### config.mk
export PLATFORM = sky130hd
export DESIGN_NAME = rgb_layer_blend_core
export DESIGN_NICKNAME = d
export VERILOG_FILES = /design/src/rtl/rlb_pkg.sv /design/src/rtl/rlb_chan.sv /design/src/rtl/rgb_layer_blend_core.sv
export VERILOG_INCLUDE_DIRS = /design/src /design/src/rtl
export SDC_FILE = /design/constraint.sdc
export NUM_CORES = 1
export LEC_CHECK = 0
export BUFFER_PORTS_ARGS = -buffer_cell sky130_fd_sc_hd__buf_2
export CORE_ASPECT_RATIO = 1.5
export CORE_MARGIN = 2
export CORE_UTILIZATION = 35
export CTS_CLUSTER_SIZE = 8
export DETAILED_ROUTE_END_ITERATION = 7
export GPL_TIMING_DRIVEN = 1
export PLACE_DENSITY = 0.58
export RECOVER_POWER = 50
export SLEW_MARGIN = 0
export SYNTH_ARGS = -nofsm -noshare
export SYNTH_HDL_FRONTEND = slang
export SYNTH_SLANG_ARGS = --single-unit
### constraint.sdc
create_clock -name clk -period 6.2 [get_ports clk]
set_input_delay 0 -clock clk [delete_from_list [all_inputs] [get_ports clk]]
set_output_delay 0 -clock clk [all_outputs]
set_load 0.01 [all_outputs]
### src/rtl/rgb_layer_blend_core_macros.svh
// Assertion macros shared by the layer blend RTL.
`ifndef RGB_LAYER_BLEND_CORE_MACROS_SVH
`define RGB_LAYER_BLEND_CORE_MACROS_SVH

`ifndef NO_ASSERTIONS

// Same-cycle implication, sampled on clk, off while rst_n is low
`define RLB_ASSERT_IMP(label, ante, cons) \
    label: assert property (@(posedge clk) disable iff (!rst_n) (ante) |-> (cons)) \
        else $error("rgb_layer_blend_core: assertion failed");

// Next-cycle implication, sampled on clk, off while rst_n is low
`define RLB_ASSERT_NXT(label, ante, cons) \
    label: assert property (@(posedge clk) disable iff (!rst_n) (ante) |=> (cons)) \
        else $error("rgb_layer_blend_core: assertion failed");

`else

`define RLB_ASSERT_IMP(label, ante, cons)
`define RLB_ASSERT_NXT(label, ante, cons)

`endif

`endif

### src/rtl/rlb_pkg.sv
// Types and constants shared by the layer blend core and its channel datapath.
package rlb_pkg;

    localparam int CHAN_W = 8;

    typedef logic [CHAN_W-1:0] chan_t;
    typedef logic [1:0]        mode_t;

    // Blend mode codes held in the configuration register
    localparam mode_t MODE_MULTIPLY = 2'd0;
    localparam mode_t MODE_SUBTRACT = 2'd1;
    localparam mode_t MODE_SCREEN   = 2'd2;
    localparam mode_t MODE_OVERLAY  = 2'd3;

    localparam chan_t CHAN_MAX = 8'd255;

    // Product widths: 9-bit by 8-bit operands, plus rounding bias
    localparam int OPA_W  = CHAN_W + 1;
    localparam int PROD_W = OPA_W + CHAN_W;
    localparam int SUM_W  = PROD_W + 1;
    localparam int EST_W  = 9;

    // Half of 255, rounded down; no ties occur for integer products
    localparam logic [SUM_W-1:0] ROUND_BIAS = 18'd127;
    localparam logic [SUM_W-1:0] DIVISOR    = 18'd255;

    // Load enables for the four pipeline stages
    typedef struct packed {
        logic s1;
        logic s2;
        logic s3;
        logic s4;
    } stage_en_t;

endpackage

### src/rtl/rlb_chan.sv
// Four-stage blend datapath for one color channel.
module rlb_chan
(
    input  logic               clk,
    input  rlb_pkg::stage_en_t en,
    input  rlb_pkg::mode_t     mode,
    input  rlb_pkg::chan_t     top,
    input  rlb_pkg::chan_t     bottom,
    output rlb_pkg::chan_t     result
);

    logic [rlb_pkg::OPA_W-1:0]  opa_next;
    rlb_pkg::chan_t             opb_next;
    logic                       inv_next;
    logic                       sub_next;
    rlb_pkg::chan_t             diff_next;

    logic [rlb_pkg::OPA_W-1:0]  opa_reg;
    rlb_pkg::chan_t             opb_reg;
    logic                       inv1_reg;
    logic                       sub1_reg;
    rlb_pkg::chan_t             diff1_reg;

    logic [rlb_pkg::PROD_W-1:0] prod_reg;
    logic                       inv2_reg;
    logic                       sub2_reg;
    rlb_pkg::chan_t             diff2_reg;

    logic [rlb_pkg::SUM_W-1:0]  sum_next;
    logic [25:0]                recip_prod;
    logic [rlb_pkg::SUM_W-1:0]  sum_reg;
    logic [rlb_pkg::EST_W-1:0]  est_reg;
    logic                       inv3_reg;
    logic                       sub3_reg;
    rlb_pkg::chan_t             diff3_reg;

    logic [rlb_pkg::SUM_W-1:0]  est_times;
    logic [rlb_pkg::SUM_W-1:0]  rem;
    logic [rlb_pkg::EST_W-1:0]  quot;
    rlb_pkg::chan_t             result_next;
    rlb_pkg::chan_t             result_reg;

    // Stage 1: operand selection per mode; 255-x is the bitwise inverse
    always_comb
    begin
        diff_next = (bottom > top) ? (bottom - top) : '0;
        sub_next  = 1'b0;
        inv_next  = 1'b0;
        opa_next  = {1'b0, top};
        opb_next  = bottom;
        case (mode)
            rlb_pkg::MODE_MULTIPLY:
            begin
                opa_next = {1'b0, top};
                opb_next = bottom;
            end
            rlb_pkg::MODE_SUBTRACT:
            begin
                sub_next = 1'b1;
                opa_next = '0;
                opb_next = '0;
            end
            rlb_pkg::MODE_SCREEN:
            begin
                inv_next = 1'b1;
                opa_next = {1'b0, ~top};
                opb_next = ~bottom;
            end
            rlb_pkg::MODE_OVERLAY:
            begin
                if (!bottom[rlb_pkg::CHAN_W-1])
                begin
                    opa_next = {top, 1'b0};
                    opb_next = bottom;
                end
                else
                begin
                    inv_next = 1'b1;
                    opa_next = {~bottom, 1'b0};
                    opb_next = ~top;
                end
            end
            default:
            begin
                opa_next = {1'b0, top};
                opb_next = bottom;
            end
        endcase
    end

    always_ff @(posedge clk)
    begin
        if (en.s1)
        begin
            opa_reg   <= opa_next;
            opb_reg   <= opb_next;
            inv1_reg  <= inv_next;
            sub1_reg  <= sub_next;
            diff1_reg <= diff_next;
        end
    end

    // Stage 2: 9x8 product
    always_ff @(posedge clk)
    begin
        if (en.s2)
        begin
            prod_reg  <= {{(rlb_pkg::PROD_W-rlb_pkg::OPA_W){1'b0}}, opa_reg}
                       * {{(rlb_pkg::PROD_W-rlb_pkg::CHAN_W){1'b0}}, opb_reg};
            inv2_reg  <= inv1_reg;
            sub2_reg  <= sub1_reg;
            diff2_reg <= diff1_reg;
        end
    end

    // Stage 3: add rounding bias, estimate sum/255 as (sum*257) >> 16
    assign sum_next   = {1'b0, prod_reg} + rlb_pkg::ROUND_BIAS;
    assign recip_prod = {sum_next, 8'd0} + {8'd0, sum_next};

    always_ff @(posedge clk)
    begin
        if (en.s3)
        begin
            sum_reg   <= sum_next;
            est_reg   <= recip_prod[24:16];
            inv3_reg  <= inv2_reg;
            sub3_reg  <= sub2_reg;
            diff3_reg <= diff2_reg;
        end
    end

    // Stage 4: estimate is low by at most one; fix it and form the result
    assign est_times = {1'b0, est_reg, 8'd0} - {9'd0, est_reg};
    assign rem       = sum_reg - est_times;
    assign quot      = est_reg + {{(rlb_pkg::EST_W-1){1'b0}}, (rem >= rlb_pkg::DIVISOR)};

    always_comb
    begin
        if (sub3_reg)
            result_next = diff3_reg;
        else if (inv3_reg)
            result_next = rlb_pkg::CHAN_MAX - quot[rlb_pkg::CHAN_W-1:0];
        else
            result_next = quot[rlb_pkg::CHAN_W-1:0];
    end

    always_ff @(posedge clk)
    begin
        if (en.s4)
            result_reg <= result_next;
    end

    assign result = result_reg;

endmodule

### src/rtl/rgb_layer_blend_core.sv
// Top level of the RGB layer blend core: handshake, mode register, valid pipeline.
//
// Blends a top pixel over a bottom pixel, per channel, in one of four modes:
// multiply, subtract, screen or overlay, chosen by the 2-bit mode register.
// Input stream (s_axis_*): one transaction carries both pixels. Output
// stream (m_axis_*): one transaction per input transaction, in order.
// Configuration (cfg_*): cfg_data is written to the mode register when
// cfg_valid is high; cfg_ready is always high. Write it only while the
// pipeline is empty.
// From the accepting edge to m_axis_tvalid, a pixel passes through the four
// register stages (operand select, multiply, reciprocal estimate,
// correction and output register), the first loading at acceptance.
// Throughput: one pixel per clock while the receiver takes data.
// Reset clears every stage valid bit and sets the mode to multiply.
// When the receiver stalls, the result is held in the output register and
// upstream stages keep filling any empty slots; s_axis_tready drops only
// once all four stages hold a pixel.
`include "rgb_layer_blend_core_macros.svh"

module rgb_layer_blend_core
(
    input  logic        clk,
    input  logic        rst_n,

    input  logic        s_axis_tvalid,
    output logic        s_axis_tready,
    // top_blue, top_green, top_red, bottom_blue, bottom_green, bottom_red
    input  logic [47:0] s_axis_tdata,

    output logic        m_axis_tvalid,
    input  logic        m_axis_tready,
    // out_blue, out_green, out_red
    output logic [23:0] m_axis_tdata,

    input  logic        cfg_valid,
    output logic        cfg_ready,
    input  logic [1:0]  cfg_data
);

    localparam int STAGES = 4;

    rlb_pkg::mode_t     mode_reg;
    logic [STAGES-1:0]  valid_reg;
    logic [STAGES-1:0]  valid_next;
    logic [STAGES-1:0]  stage_ready;
    rlb_pkg::stage_en_t en;

    // Mode register
    assign cfg_ready = 1'b1;

    always_ff @(posedge clk or negedge rst_n)
    begin
        if (!rst_n)
            mode_reg <= rlb_pkg::MODE_MULTIPLY;
        else if (cfg_valid && cfg_ready)
            mode_reg <= cfg_data;
    end

    // A stage can load when it is empty or its content moves on
    assign stage_ready[3] = !valid_reg[3] || m_axis_tready;
    assign stage_ready[2] = !valid_reg[2] || stage_ready[3];
    assign stage_ready[1] = !valid_reg[1] || stage_ready[2];
    assign stage_ready[0] = !valid_reg[0] || stage_ready[1];

    assign en.s1 = stage_ready[0] && s_axis_tvalid;
    assign en.s2 = stage_ready[1] && valid_reg[0];
    assign en.s3 = stage_ready[2] && valid_reg[1];
    assign en.s4 = stage_ready[3] && valid_reg[2];

    always_comb
    begin
        valid_next[0] = stage_ready[0] ? s_axis_tvalid : valid_reg[0];
        valid_next[1] = stage_ready[1] ? valid_reg[0]  : valid_reg[1];
        valid_next[2] = stage_ready[2] ? valid_reg[1]  : valid_reg[2];
        valid_next[3] = stage_ready[3] ? valid_reg[2]  : valid_reg[3];
    end

    always_ff @(posedge clk or negedge rst_n)
    begin
        if (!rst_n)
            valid_reg <= '0;
        else
            valid_reg <= valid_next;
    end

    assign s_axis_tready = stage_ready[0];
    assign m_axis_tvalid = valid_reg[3];

    // Channel datapaths: blue, green, red
    rlb_chan u_blue
    (
        .clk    (clk),
        .en     (en),
        .mode   (mode_reg),
        .top    (s_axis_tdata[7:0]),
        .bottom (s_axis_tdata[31:24]),
        .result (m_axis_tdata[7:0])
    );

    rlb_chan u_green
    (
        .clk    (clk),
        .en     (en),
        .mode   (mode_reg),
        .top    (s_axis_tdata[15:8]),
        .bottom (s_axis_tdata[39:32]),
        .result (m_axis_tdata[15:8])
    );

    rlb_chan u_red
    (
        .clk    (clk),
        .en     (en),
        .mode   (mode_reg),
        .top    (s_axis_tdata[23:16]),
        .bottom (s_axis_tdata[47:40]),
        .result (m_axis_tdata[23:16])
    );

    // Checks
    `RLB_ASSERT_IMP(a_full_when_blocked, !s_axis_tready, (&valid_reg) && !m_axis_tready)
    `RLB_ASSERT_NXT(a_stall_keeps_stage3, valid_reg[3] && !m_axis_tready && valid_reg[2], valid_reg[2])
    `RLB_ASSERT_NXT(a_stage3_drains, valid_reg[2] && m_axis_tready, m_axis_tvalid)

endmodule

==> metrics <==
Worst VDD drop 226 µV; CP most frequent cell fa_1; Synth Register Bits 297; Via-to-Cell Ratio 4.93; clock sink count 297; critical path capture point type register; Die X 219 µm; failing checks max-capacitance violations, max-slew violations; mapped cell area 24400 µm²; Post-CTS Setup Inserts 0; largest net degree at the start of global routing 102; Post-synth EDFFs 291; vias in the first global route 17500; Cells after Synth 2413; CTS tree yes; NetSw 0.00562 W; final setup violation count 0; DRC viols 0; maximum operating frequency 211 MHz; remaining global-route overflow 0; Buffers on Ports 80; Avg Cell Area, Syn 10.1 µm²; Die Ht 327 µm; Clock transition at path regs 50 ps; Gate power share 0.582; Clock Tree Root clkbuf_16; RSZ-0062 raised after global routing false; critical path required time 6490 ps; setup_tns 0 ps; wire per inst 14.9 µm; crit-path max FO 9; post-synthesis sequential area ratio 0.365; WP data arrival 5030 ps; Switching Share 0.419; cts bufs inserted 43; Final min period 4740 ps; Fin. Hold Viols 0; FP Rows 118; fill count 6648; syn_nets 2870; Slew HR -1.40; Initial DRC Count 746; DIE AREA 71800 µm²; Vias 17100; crit-path cells and2_1 -> fa_1 -> fa_1 -> inv_1 -> fa_1 -> fa_1 -> inv_1 -> ha_1 -> o21a_1 -> o21ai_1 -> nand2b_1 -> a31o_1 -> a41o_1 -> o41ai_1 -> xnor2_1; Leak Pwr 12.0 nW; Design Area, Final 27600 µm²; final setup skew 26.4 ps; layout cells sized above 1 0.0512; cell-internal power 0.00777 W; top_reg_cell synth edfxtp_1; Starting Density 0.353; outcome finished, violations left; slowest stage delay, CP 550 ps; Routed Wire Length 51.9 mm; Flop pwr share 0.259; Final Cycle Share 0.765; core area 68900 µm²; Ant. Diodes 0; GRT Total Usage 0.147; CP Class reg2reg; initial antenna violation count 0; IO Pins 82; Post-DRT Antenna Nets 0; maximum clock path buffer count 3; Tightest Pin Transition 3600 ps; Final HPWL DP 41.5 mm; Pre-Repair DR Iteration Count 6; synth unique cells 84; area grow syn2layout 13.2%; placed cell area 25700 µm²; HP Class in2reg; Critical-path top delay cell fa_1; Max-Cap Viols 5; pwr dens 486 nW/µm²; clock power share 0.159; Pins Over Slew Limit 315; GPL Wtd Cong 0.877; fraction of registers with async set/reset 0.0202; Final nets 3015; first-pass GRT wire length 86.5 mm; Ys Warns 0; CP Launch Type register; H-Tree Level Count 2; Worst-Skew Late Latency 550 ps
[cell usage after synthesis, drive strengths merged, types with 47 or more instances]
cell type,count,share of area
ha,270,0.14
nand3,60,0.012
clkbuf,48,0.0074
xnor2,126,0.045
and2,123,0.032
nor2,95,0.015
a21oi,72,0.015
nor3,47,0.0099
nand2,260,0.040
edfxtp,291,0.36
fa,132,0.11
o21ai,132,0.027
inv,334,0.051
[power groups by stage]
stage	registers, W	clock network, W	logic (W)
2_1_floorplan	0.00337	0	0.00609
3_3_place_gp	0.00350	0	0.00750
3_5_place_dp	0.00351	0	0.00770
4_1_cts	0.00347	0.00220	0.00781
5_1_grt	0.00354	0.00227	0.00883
6_report	0.00347	0.00213	0.00779
[repair_timing]
action                    CTS  global route
hold endpoints to repair   66             0
hold buffers               67             0
resized for setup           0             0
[final timing paths]
path / startpoint / endpoint / slack [ps] / depth (start not counted)
min: s_axis_tdata[22] / u_red.opa_reg[6] / 70 / 3
max reg2reg: u_blue.opb_reg[4] / u_blue.prod_reg[15] / 1460 / 15
max in group asynchronous: rst_n / mode_reg[0] / 5240 / 3
min reg2reg: u_red.diff2_reg[7] / u_red.diff3_reg[7] / 410 / 0
max: u_blue.opb_reg[4] / u_blue.prod_reg[15] / 1460 / 15
min in group asynchronous: rst_n / mode_reg[0] / 580 / 3
[worst max-delay path: cells and delay by family (launching register included)]
family | cells | cell delay, ps
adders and majority gates | 5 | 2320
AOI/OAI and AO/OA | 5 | 1110
DFF | 1 | 530
and+or+nand+nor | 2 | 330
xor gates and xnor gates | 1 | 110
buffers and inverters | 2 | 90
[per-stage QoR]
stage	hold slack, ps	utilization	std cells	worst slack, ps	power, W
2_1_floorplan	-296	-	2413	1790	0.00946
3_3_place_gp	-111	0.373	3346	1580	0.0110
3_5_place_dp	-105	0.373	3346	1480	0.0112
4_1_cts	27.0	0.401	3478	1450	0.0135
5_1_grt	62.3	0.400	3478	1170	0.0146
6_report	67.9	0.400	3478	1460	0.0134
[layout by cell type, fill, tap and decap left out, types with 19 or more instances in the layout]
| cell | synthesis | routed |
|---|---|---|
| inv_1 | 333 | 333 |
| edfxtp_1 | 291 | 291 |
| ha_1 | 270 | 270 |
| nand2_1 | 260 | 260 |
| fa_1 | 132 | 132 |
| xnor2_1 | 126 | 126 |
| o21ai_0 | 125 | 125 |
| and2_1 | 123 | 111 |
| nor2_1 | 95 | 94 |
| a21oi_1 | 71 | 71 |
| dlygate4sd3_1 | 0 | 67 |
| nand3_1 | 60 | 60 |
| buf_2 | 0 | 53 |
| clkbuf_1 | 48 | 47 |
| nor3_1 | 46 | 46 |
| xor2_1 | 45 | 45 |
| clkbuf_16 | 0 | 44 |
| nand2b_1 | 39 | 39 |
| a21o_1 | 27 | 27 |
| a22o_1 | 25 | 25 |
| and3_1 | 24 | 24 |
| o211ai_1 | 24 | 24 |
| a31oi_1 | 19 | 19 |
| nor2b_1 | 20 | 19 |
[cell type report]
class                           instances  area (µm²)  area share
Multi-Input combinational cell       1727       14000       0.507
Sequential cell                       297        8890       0.322
Inverter                              335        1270      0.0461
Clock buffer                           62        1190      0.0431
Tap cell                              900        1130      0.0408
Timing Repair Buffer                  154        1070      0.0390
Clock inverter                          3        30.0     0.00109
[cells by family (layout without fill, tap and decap cells)]
family / after synthesis / in the layout / synth area share
and+or+nand+nor: 731 / 731 / 0.149
adders and majority gates: 402 / 402 / 0.247
AOI/OAI and AO/OA: 401 / 401 / 0.107
buffers and inverters: 389 / 554 / 0.0607
DFF: 297 / 297 / 0.365
xor gates and xnor gates: 171 / 171 / 0.0615
muxes: 21 / 21 / 0.00914
other: 1 / 1 / 0.000154
[per-layer routing]
metal,GRT usage,share of wire,vias up
met4,0.0452,0.027,0
met3,0.0120,0.022,90
met5,0,0,-
li1,-,-,8571
met1,0.178,0.43,8229
met2,0.273,0.52,258
(Power assumes the default switching activity.)
